--- src/rtl/utf8d_pkg.sv ---
// utf8d_pkg: shared types and constants for the utf-8 to code point decoder
// used by utf8d_step and utf8_to_codepoint_decoder; no dependencies
package utf8d_pkg;

   localparam int unsigned CpWidth   = 21;
   localparam int unsigned PendWidth = 2;
   localparam int unsigned QDepth    = 3;

   localparam logic [CpWidth-1:0] Replacement = 21'h00FFFD;

   // class of one input byte, from its leading bits
   typedef enum logic [2:0] {
      CLS_ASCII,
      CLS_CONT,
      CLS_LEAD2,
      CLS_LEAD3,
      CLS_LEAD4,
      CLS_BAD
   } byte_class_type;

   // one result item as it sits in the output queue
   typedef struct packed {
      logic [CpWidth-1:0] code_point;
      logic               is_error;
      logic               last_of_run;
   } result_type;

   // what one byte step produces: up to two results and the next decoder state
   typedef struct packed {
      logic [1:0]           num;
      result_type           res0;
      result_type           res1;
      logic [CpWidth-1:0]   acc;
      logic [PendWidth-1:0] pend;
   } step_type;

endpackage

--- src/rtl/utf8_to_codepoint_decoder.sv ---
// utf8_to_codepoint_decoder: streaming lenient utf-8 decoder, one byte per transfer
// depends on utf8d_pkg and utf8d_step
// results enter the result queue as their byte is taken on req_; rsp_ offers the queue head
// throughput: one byte per cycle while at most one result waits; a byte that yields two
// results stalls req_ until at most one result waits again, which needs rsp_ to take results
// reset: synchronous, clears the pending count, the accumulator and the result queue
module utf8_to_codepoint_decoder (
   input  logic        clock,
   input  logic        reset,
   input  logic        req_tvalid,
   output logic        req_tready,
   input  logic [7:0]  req_tdata,   // [7:0] byte_in
   input  logic        req_tlast,   // end_of_string
   output logic        rsp_tvalid,
   input  logic        rsp_tready,
   output logic [23:0] rsp_tdata,   // [20:0] code_point, [23:21] zero
   output logic        rsp_tuser,   // is_error
   output logic        rsp_tlast    // last_of_run
);
   import utf8d_pkg::*;

   logic [CpWidth-1:0]   acc_ff,  acc_in;
   logic [PendWidth-1:0] pend_ff, pend_in;
   logic [1:0]           cnt_ff,  cnt_in;
   result_type           q_ff [QDepth];
   result_type           q_in [QDepth];
   step_type             step;
   logic                 push;
   logic                 pop;
   logic [1:0]           base;
   logic [1:0]           num;

   // byte decode against the current state
   utf8d_step u_step (
      .byte_in       (req_tdata),
      .end_of_string (req_tlast),
      .acc           (acc_ff),
      .pend          (pend_ff),
      .step          (step)
   );

   // handshake
   assign req_tready = (cnt_ff <= 2'd1);
   assign push       = req_tvalid && req_tready;
   assign rsp_tvalid = (cnt_ff != 2'd0);
   assign pop        = rsp_tvalid && rsp_tready;
   assign num        = push ? step.num : 2'd0;
   assign base       = cnt_ff - {1'b0, pop};

   // decoder state update
   assign acc_in  = push ? step.acc  : acc_ff;
   assign pend_in = push ? step.pend : pend_ff;

   // result queue: shift on pop, append new results behind the survivors
   always_comb begin
      for (int i = 0; i < QDepth; i++) begin
         if (pop && (i < QDepth - 1)) begin
            q_in[i] = q_ff[i+1];
         end else begin
            q_in[i] = q_ff[i];
         end
         if ((num != 2'd0) && (base == 2'(i))) begin
            q_in[i] = step.res0;
         end
         if ((num == 2'd2) && ((base + 2'd1) == 2'(i))) begin
            q_in[i] = step.res1;
         end
      end
   end

   assign cnt_in = base + num;

   // control registers
   always_ff @(posedge clock) begin
      if (reset) begin
         acc_ff  <= '0;
         pend_ff <= '0;
         cnt_ff  <= '0;
      end else begin
         acc_ff  <= acc_in;
         pend_ff <= pend_in;
         cnt_ff  <= cnt_in;
      end
   end

   // queue payload
   always_ff @(posedge clock) begin
      for (int i = 0; i < QDepth; i++) begin
         q_ff[i] <= q_in[i];
      end
   end

   // output head
   assign rsp_tdata = {3'b000, q_ff[0].code_point};
   assign rsp_tuser = q_ff[0].is_error;
   assign rsp_tlast = q_ff[0].last_of_run;

   // end of string leaves a clean decoder state
   a_eos_clears: assert property (@(posedge clock) disable iff (reset)
      (push && req_tlast) |=> (pend_ff == '0) && (acc_ff == '0))
      else $error("state not cleared after end of string");

   // an error result always carries the replacement code point
   a_err_value: assert property (@(posedge clock) disable iff (reset)
      (rsp_tvalid && rsp_tuser) |-> (rsp_tdata[20:0] == Replacement))
      else $error("error result without replacement code point");

   // queue stays empty when nothing is taken in
   a_queue_idle: assert property (@(posedge clock) disable iff (reset)
      ((cnt_ff == 2'd0) && !push) |=> (cnt_ff == 2'd0))
      else $error("result appeared without an input transfer");

   // a byte that starts a sequence without end of string yields nothing
   a_lead_silent: assert property (@(posedge clock) disable iff (reset)
      (push && !req_tlast && (req_tdata[7:6] == 2'b11) && (req_tdata[7:3] != 5'b11111))
      |-> (step.num == 2'd0))
      else $error("lead byte produced a result");

   // a stalled head result holds its value
   a_head_hold: assert property (@(posedge clock) disable iff (reset)
      (rsp_tvalid && !rsp_tready) |=> $stable(q_ff[0]))
      else $error("head result changed while stalled");

endmodule

--- src/rtl/utf8d_step.sv ---
// utf8d_step: combinational decode of one utf-8 byte against the current state
// depends on utf8d_pkg
module utf8d_step (
   input  logic [7:0]                         byte_in,
   input  logic                               end_of_string,
   input  logic [utf8d_pkg::CpWidth-1:0]      acc,
   input  logic [utf8d_pkg::PendWidth-1:0]    pend,
   output utf8d_pkg::step_type                step
);
   import utf8d_pkg::*;

   byte_class_type     cls;
   logic               pre_vld;
   logic               main_vld;
   result_type         main_res;
   logic               eos_vld;
   logic [CpWidth-1:0] acc_mid;
   logic [PendWidth-1:0] pend_mid;
   result_type         pre_res;
   result_type         eos_res;

   // classify the byte by its top bits
   always_comb begin
      priority casez (byte_in)
         8'b0???????: cls = CLS_ASCII;
         8'b10??????: cls = CLS_CONT;
         8'b110?????: cls = CLS_LEAD2;
         8'b1110????: cls = CLS_LEAD3;
         8'b11110???: cls = CLS_LEAD4;
         default:     cls = CLS_BAD;
      endcase
   end

   // per-class results and state update
   always_comb begin
      pre_vld  = 1'b0;
      main_vld = 1'b0;
      main_res = '{code_point: Replacement, is_error: 1'b1, last_of_run: 1'b0};
      acc_mid  = acc;
      pend_mid = pend;
      unique case (cls)
         CLS_ASCII: begin
            pre_vld  = (pend != '0);
            pend_mid = '0;
            main_vld = 1'b1;
            main_res = '{code_point: {{(CpWidth-8){1'b0}}, byte_in},
                         is_error: 1'b0, last_of_run: 1'b0};
         end
         CLS_CONT: begin
            if (pend != '0) begin
               acc_mid  = {acc[CpWidth-7:0], byte_in[5:0]};
               pend_mid = pend - 1'b1;
               main_vld = (pend == PendWidth'(1));
               main_res = '{code_point: {acc[CpWidth-7:0], byte_in[5:0]},
                            is_error: 1'b0, last_of_run: 1'b0};
            end else begin
               // stray continuation byte
               main_vld = 1'b1;
            end
         end
         CLS_LEAD2: begin
            pend_mid = PendWidth'(1);
            acc_mid  = {{(CpWidth-5){1'b0}}, byte_in[4:0]};
         end
         CLS_LEAD3: begin
            pend_mid = PendWidth'(2);
            acc_mid  = {{(CpWidth-4){1'b0}}, byte_in[3:0]};
         end
         CLS_LEAD4: begin
            pend_mid = PendWidth'(3);
            acc_mid  = {{(CpWidth-3){1'b0}}, byte_in[2:0]};
         end
         CLS_BAD: begin
            main_vld = 1'b1;
            pend_mid = '0;
         end
         default: begin
            main_vld = 1'b1;
            pend_mid = '0;
         end
      endcase
   end

   // end of string flushes any unfinished sequence
   assign eos_vld = end_of_string && (pend_mid != '0);
   assign pre_res = '{code_point: Replacement, is_error: 1'b1, last_of_run: 1'b0};
   assign eos_res = '{code_point: Replacement, is_error: 1'b1, last_of_run: 1'b0};

   // pack present results in order, mark the last one
   always_comb begin
      step.res0 = pre_res;
      step.res1 = main_res;
      step.num  = 2'd0;
      if (pre_vld) begin
         // ascii after a pending sequence: the main result is always present
         step.res0 = pre_res;
         step.res1 = main_res;
         step.num  = 2'd2;
      end else if (main_vld) begin
         step.res0 = main_res;
         step.res1 = eos_res;
         step.num  = eos_vld ? 2'd2 : 2'd1;
      end else if (eos_vld) begin
         step.res0 = eos_res;
         step.num  = 2'd1;
      end
      step.res0.last_of_run = (step.num == 2'd1);
      step.res1.last_of_run = 1'b1;
      step.acc  = end_of_string ? '0 : acc_mid;
      step.pend = end_of_string ? '0 : pend_mid;
   end

endmodule
--- config.mk ---
export PLATFORM = sky130hd
export DESIGN_NAME = utf8_to_codepoint_decoder
export DESIGN_NICKNAME = d
export VERILOG_FILES = /design/src/rtl/utf8d_pkg.sv /design/src/rtl/utf8_to_codepoint_decoder.sv /design/src/rtl/utf8d_step.sv
export SDC_FILE = /design/constraint.sdc
export NUM_CORES = 1
export LEC_CHECK = 0
export BUFFER_PORTS_ARGS = -buffer_cell sky130_fd_sc_hd__buf_2
export CELL_PAD_IN_SITES_DETAIL_PLACEMENT = 0
export CELL_PAD_IN_SITES_GLOBAL_PLACEMENT = 1
export CORE_MARGIN = 2
export CORE_UTILIZATION = 30
export DETAILED_ROUTE_END_ITERATION = 6
export PLACE_DENSITY_LB_ADDON = 0.1
export RECOVER_POWER = 100
export SYNTH_ARGS = -nofsm -noshare
export SYNTH_HDL_FRONTEND = slang
export SYNTH_SLANG_ARGS = --single-unit
--- constraint.sdc ---
create_clock -name clock -period 4.65 [get_ports clock]
set_clock_uncertainty 0.05 [all_clocks]
set_input_delay 1.395 -clock clock [delete_from_list [all_inputs] [get_ports clock]]
set_output_delay 1.395 -clock clock [all_outputs]
set_load 0.01 [all_outputs]
; ---- Yosys cells after proc, flatten, opt, wreduce, memory -nomap -nowiden
; Memory sizes are Yosys's and may differ from the RTL's.
; Index checks and enable logic that the tools add are counted.
; W data, S select, Z words.
[totals]
mem_count = 1
register_bits = 19
word_cells = 71
ram_bits = 69
output_inout_bits = 28
[op_classes]
reduce_logical = 19
magnitude_cmp = 1
addsub = 4
eq_ne = 16
n_mux = 26
bitwise_logic = 1
[mem_list]
columns = memory, words, word_bits, rd, rd_ports_with_merged_regs, wr, line
row1 = q_ff, 3, 23, 3, 0, 3, utf8_to_codepoint_decoder.sv:25  ; result_type q_ff [QDepth];
[op_table]
columns = op, count
row1 = $mux W23, 10
row2 = $pmux W15 S4, 1
row3 = $mux W48, 1
row4 = $pmux W23 S2, 1
row5 = $mux W15, 2
row6 = $mux W25, 1
row7 = $mux W24, 1
row8 = $pmux W3 S5, 1
row9 = $logic_and A1 B1 Y1, 9
row10 = $eq A2 B1 Y1 const B, 4
row11 = $eq A2 B2 Y1 const B, 4
row12 = $mux W2, 4
row13 = $pmux W2 S4, 1
row14 = $reduce_bool A2 Y1, 4
row15 = $eq A3 B2 Y1 const B, 2
row16 = $eq A3 B3 Y1 const B, 2
row17 = $eq A5 B5 Y1 const B, 1
row18 = $reduce_bool A5 Y1, 1
row19 = $eq A4 B4 Y1 const B, 1
row20 = $logic_not A2 Y1, 2
row21 = $eq A3 B1 Y1 const B, 1
row22 = $logic_not A3 Y1, 1
row23 = $ne A3 B2 Y1 const B, 1
row24 = $reduce_and A3 Y1, 1
row25 = other kinds (9), 10

; ---- Logic depth before layout (Yosys ltp)
[depth]
depth_word = 14
depth_mapped = 12
mapped_depth_nobuf = 9

; ---- Modules after synthesis
; Synthesis repeated with hierarchy kept, for this count alone.
[hier_totals]
hier_cells = 628
area_unflattened_um2 = 5939.4
[by_module_without_submodules]
columns = mod, cells_per_inst, n_inst, area_per_inst_um2
row1 = utf8_to_codepoint_decoder, 489, 1, 5018.6
row2 = utf8d_step, 139, 1, 920.9

; ---- Least setup slack after synthesis
; Ideal clock, no wire load.
[synth_timing]
path_kind = input -> register
startpoint = in req_tdata[7]
endpoint = mem q_ff[0][10] (netlist name), enable pin
arrival_time_ps = 3959
path_slack_ps = 262
required_time_ps = 4221
setup_time_ps = 379
n_path_buf = 2
stages = 10
cell_sequence = buf_2 > nor2b_1 > clkbuf_1 > a22oi_1 > nor2b_1 > ha_1 > nand2b_1 > a2111oi_4 > nor2_1 > nand2_1
[synth_rtl]
columns = item, line
row1 = "start, declared", utf8_to_codepoint_decoder.sv:12  ; input logic [7:0] req_tdata,
row2 = "end, declared", utf8_to_codepoint_decoder.sv:25

==> flow_metrics.tcl <==
set metrics [dict create \
    rsz0062_at_grt "no" \
    crit_type "in2reg" \
    yosys_warnings 0 \
    clock_path_buffers 2 \
    holdWs_ns 0.440 \
    synth-edff-count 66 \
    drt_wl_total_mm 10.8 \
    grt_pass1_vias 2673 \
    groute.usage.overall_pct 15.4 \
    totalPowerFinal_mw 2.63 \
    dp_hpwl_mm 7.68 \
    cpPeakStageDelay_ns 0.70 \
    cts_hold_buf 0 \
    clock_sinks 88 \
    finalHoldViolations 0 \
    design_area_mm2 0.00466 \
    drt_iter0_drc 137 \
    met2_length_mm 4.99 \
    cp-start-kind "input pin" \
    grt_pass1_wl_mm 16.8 \
    die_x_um 122 \
    setup_violations 0 \
    die_y_um 122 \
    cts_buffers 9 \
    syn_area_mm2 0.00420 \
    cts_resized 0 \
    initial_core_util_pct 30.5 \
    end_kind "flip-flop" \
    core_region_area_mm2 0.0138 \
    synth_cell_type_count 56 \
    ys.flop_type "edfxtp_1" \
    antenna_found_initial 0 \
    n_antenna_cell 0 \
    ioPinCount 41 \
    cp_slowest_cell "a2111oi_4" \
    cap_violations 0 \
    wire_per_inst_um 19.4 \
    syn_inst 349 \
    avgSynthCellArea_um2 12.0 \
    reg2reg_slack_ns 1.45 \
    critPathMaxFanout 12 \
    htree_levels 3 \
    port_buffers 37 \
    die_area_mm2 0.0150 \
    pre_cts_slack_ns 0.300 \
    syn_to_final_growth_pct 11.0 \
    clk_latency_ns 0.35 \
    grt_overflow_total 0 \
    fp-row-count 43 \
    power.density_mw_per_mm2 565 \
    place_inst 542 \
    wl_met3_um 312 \
    dr.pass1.iters 4 \
    drv_slew 0 \
    final_cells 558 \
    drive_gt1_share_pct 12.4 \
    leakagePower_nw 1.59 \
    synth-seq-area-share_pct 57.7 \
    clk_pin_slew_ns 0.07 \
    m1WireLength_mm 5.31 \
    nets 389 \
    cp.arrival_ns 4.15 \
    grt_start_max_net_pins 16 \
    fin_ws_ns 0.495 \
    ir_worst_vdd_mv 0.152 \
    drt-vias-per-instance 5.00 \
    gp_congestion 0.772 \
    period_needed_ns 4.15 \
    cp_cell_sequence "clkbuf_1 -> and2_0 -> a22oi_1 -> nor2b_1 -> ha_1 -> nand2b_1 -> a2111oi_4 -> nor2_1 -> nand2_1 -> buf_4" \
    async_reset_ff_share_pct 0 \
    critPathRequiredTime_ns 4.64 \
    topRoutingLayerUsed "met4" \
    route.detailed.drc 0 \
    min_path_type "reg2reg" \
    num_vias 2791 \
    status "complete, no violations" \
    cts_tree "yes" \
    tns_ns 0 \
    ys_seq_elements 88 \
    post_cts_buffers 0 \
    post-route-util_pct 33.8 \
    min_period_over_period_pct 89.3 \
    worst_pin_slew_ns 0.906 \
    cts_root_buf "clkbuf_16" \
    timing.fmax_mhz 241 \
    slew_headroom_pct 39.1 \
    ant_nets 0 \
    dpl_cell_area_mm2 0.00446 \
]
## worst max-delay path: cells and delay by family
family | cells | cell delay (ns)
adders and majority gates | 1 | 0.26
AOI/OAI and AO/OA | 2 | 0.84
buffers and inverters | 2 | 0.54
and+or+nand+nor | 5 | 1.11
## layer usage
| metal | vias up | track usage (%) |
|---|---|---|
| li1 | 1352 | - |
| met1 | 1366 | 21.7 |
| met2 | 58 | 23.6 |
| met3 | 15 | 2.42 |
| met4 | 0 | 6.68 |
| met5 | - | 0 |
## cell type report
class,count,area (µm²)
inverter,9,33.8
multi-input combinational,210,1450
clock inverter,6,35.0
clock buffer,10,229
tap,180,225
sequential,88,2420
timing repair buffer,55,259
fill,1450,9110
## sequential cells by signal, indices dropped and copies added (netlist names)
signal / cells
q_ff: 69
acc_ff: 15
cnt_ff: 2
pend_ff: 2
## Yosys cell counts (all sizes together) (9+ instances only)
| library cell | count | area share, % |
|---|---|---|
| inv | 9 | 0.80 |
| nand2 | 33 | 3.0 |
| nor2 | 14 | 1.3 |
| o21ai | 22 | 2.6 |
| a2bb2oi | 9 | 1.9 |
| a22o | 16 | 3.3 |
| o22a | 17 | 3.5 |
| buf | 37 | 6.2 |
| a21oi | 16 | 2.0 |
| dfxtp | 22 | 10 |
| edfxtp | 66 | 47 |
| o2bb2ai | 12 | 2.5 |
## cell usage in the layout (no fill, tap or decap), types with 3 or more instances in the layout
master / netlist / layout
inv_1: 9 / 9
a21oi_1: 15 / 15
buf_2: 10 / 10
a22oi_1: 3 / 3
nand2b_1: 6 / 6
conb_1: 1 / 3
ha_1: 3 / 3
nor2b_1: 4 / 4
o21a_1: 3 / 3
edfxtp_1: 66 / 66
a2bb2oi_1: 9 / 9
buf_4: 25 / 10
clkinv_2: 0 / 3
o32a_1: 5 / 5
nand2_1: 33 / 33
a22o_1: 16 / 16
clkbuf_16: 0 / 9
o22a_1: 17 / 17
clkbuf_1: 7 / 34
nor2_1: 13 / 14
dfxtp_1: 22 / 22
o21ai_0: 21 / 22
o2bb2ai_1: 12 / 12
a21o_1: 3 / 3
mux2i_1: 5 / 5
## worst paths after layout
kind / startpoint / to / depth (start not counted)
max: req_tdata[7] / q_ff[0][7] / 10
min: acc_ff[12] / acc_ff[12] / 1
max reg2reg: cnt_ff[1] / q_ff[0][67] / 9
min reg2reg: acc_ff[12] / acc_ff[12] / 1
## report_power, final
part | switching, mW | total (mW) | internal [mW]
Combinational | 0.496 | 0.776 | 0.280
Clock | 0.314 | 0.674 | 0.360
Sequential | 0.0598 | 1.18 | 1.12
Total | 0.870 | 2.63 | 1.76
## cell families after synthesis
kind of cell	Yosys count	share of synthesized area, %
buf+inv	53	7.63
compound gates	121	23.0
other cells	1	0.0894
flops	88	57.7
simple gates	75	8.74
xor+xnor	1	0.209
fa+ha+maj	3	0.895
mux	7	1.73
Power figures use the tool's default switching activity.
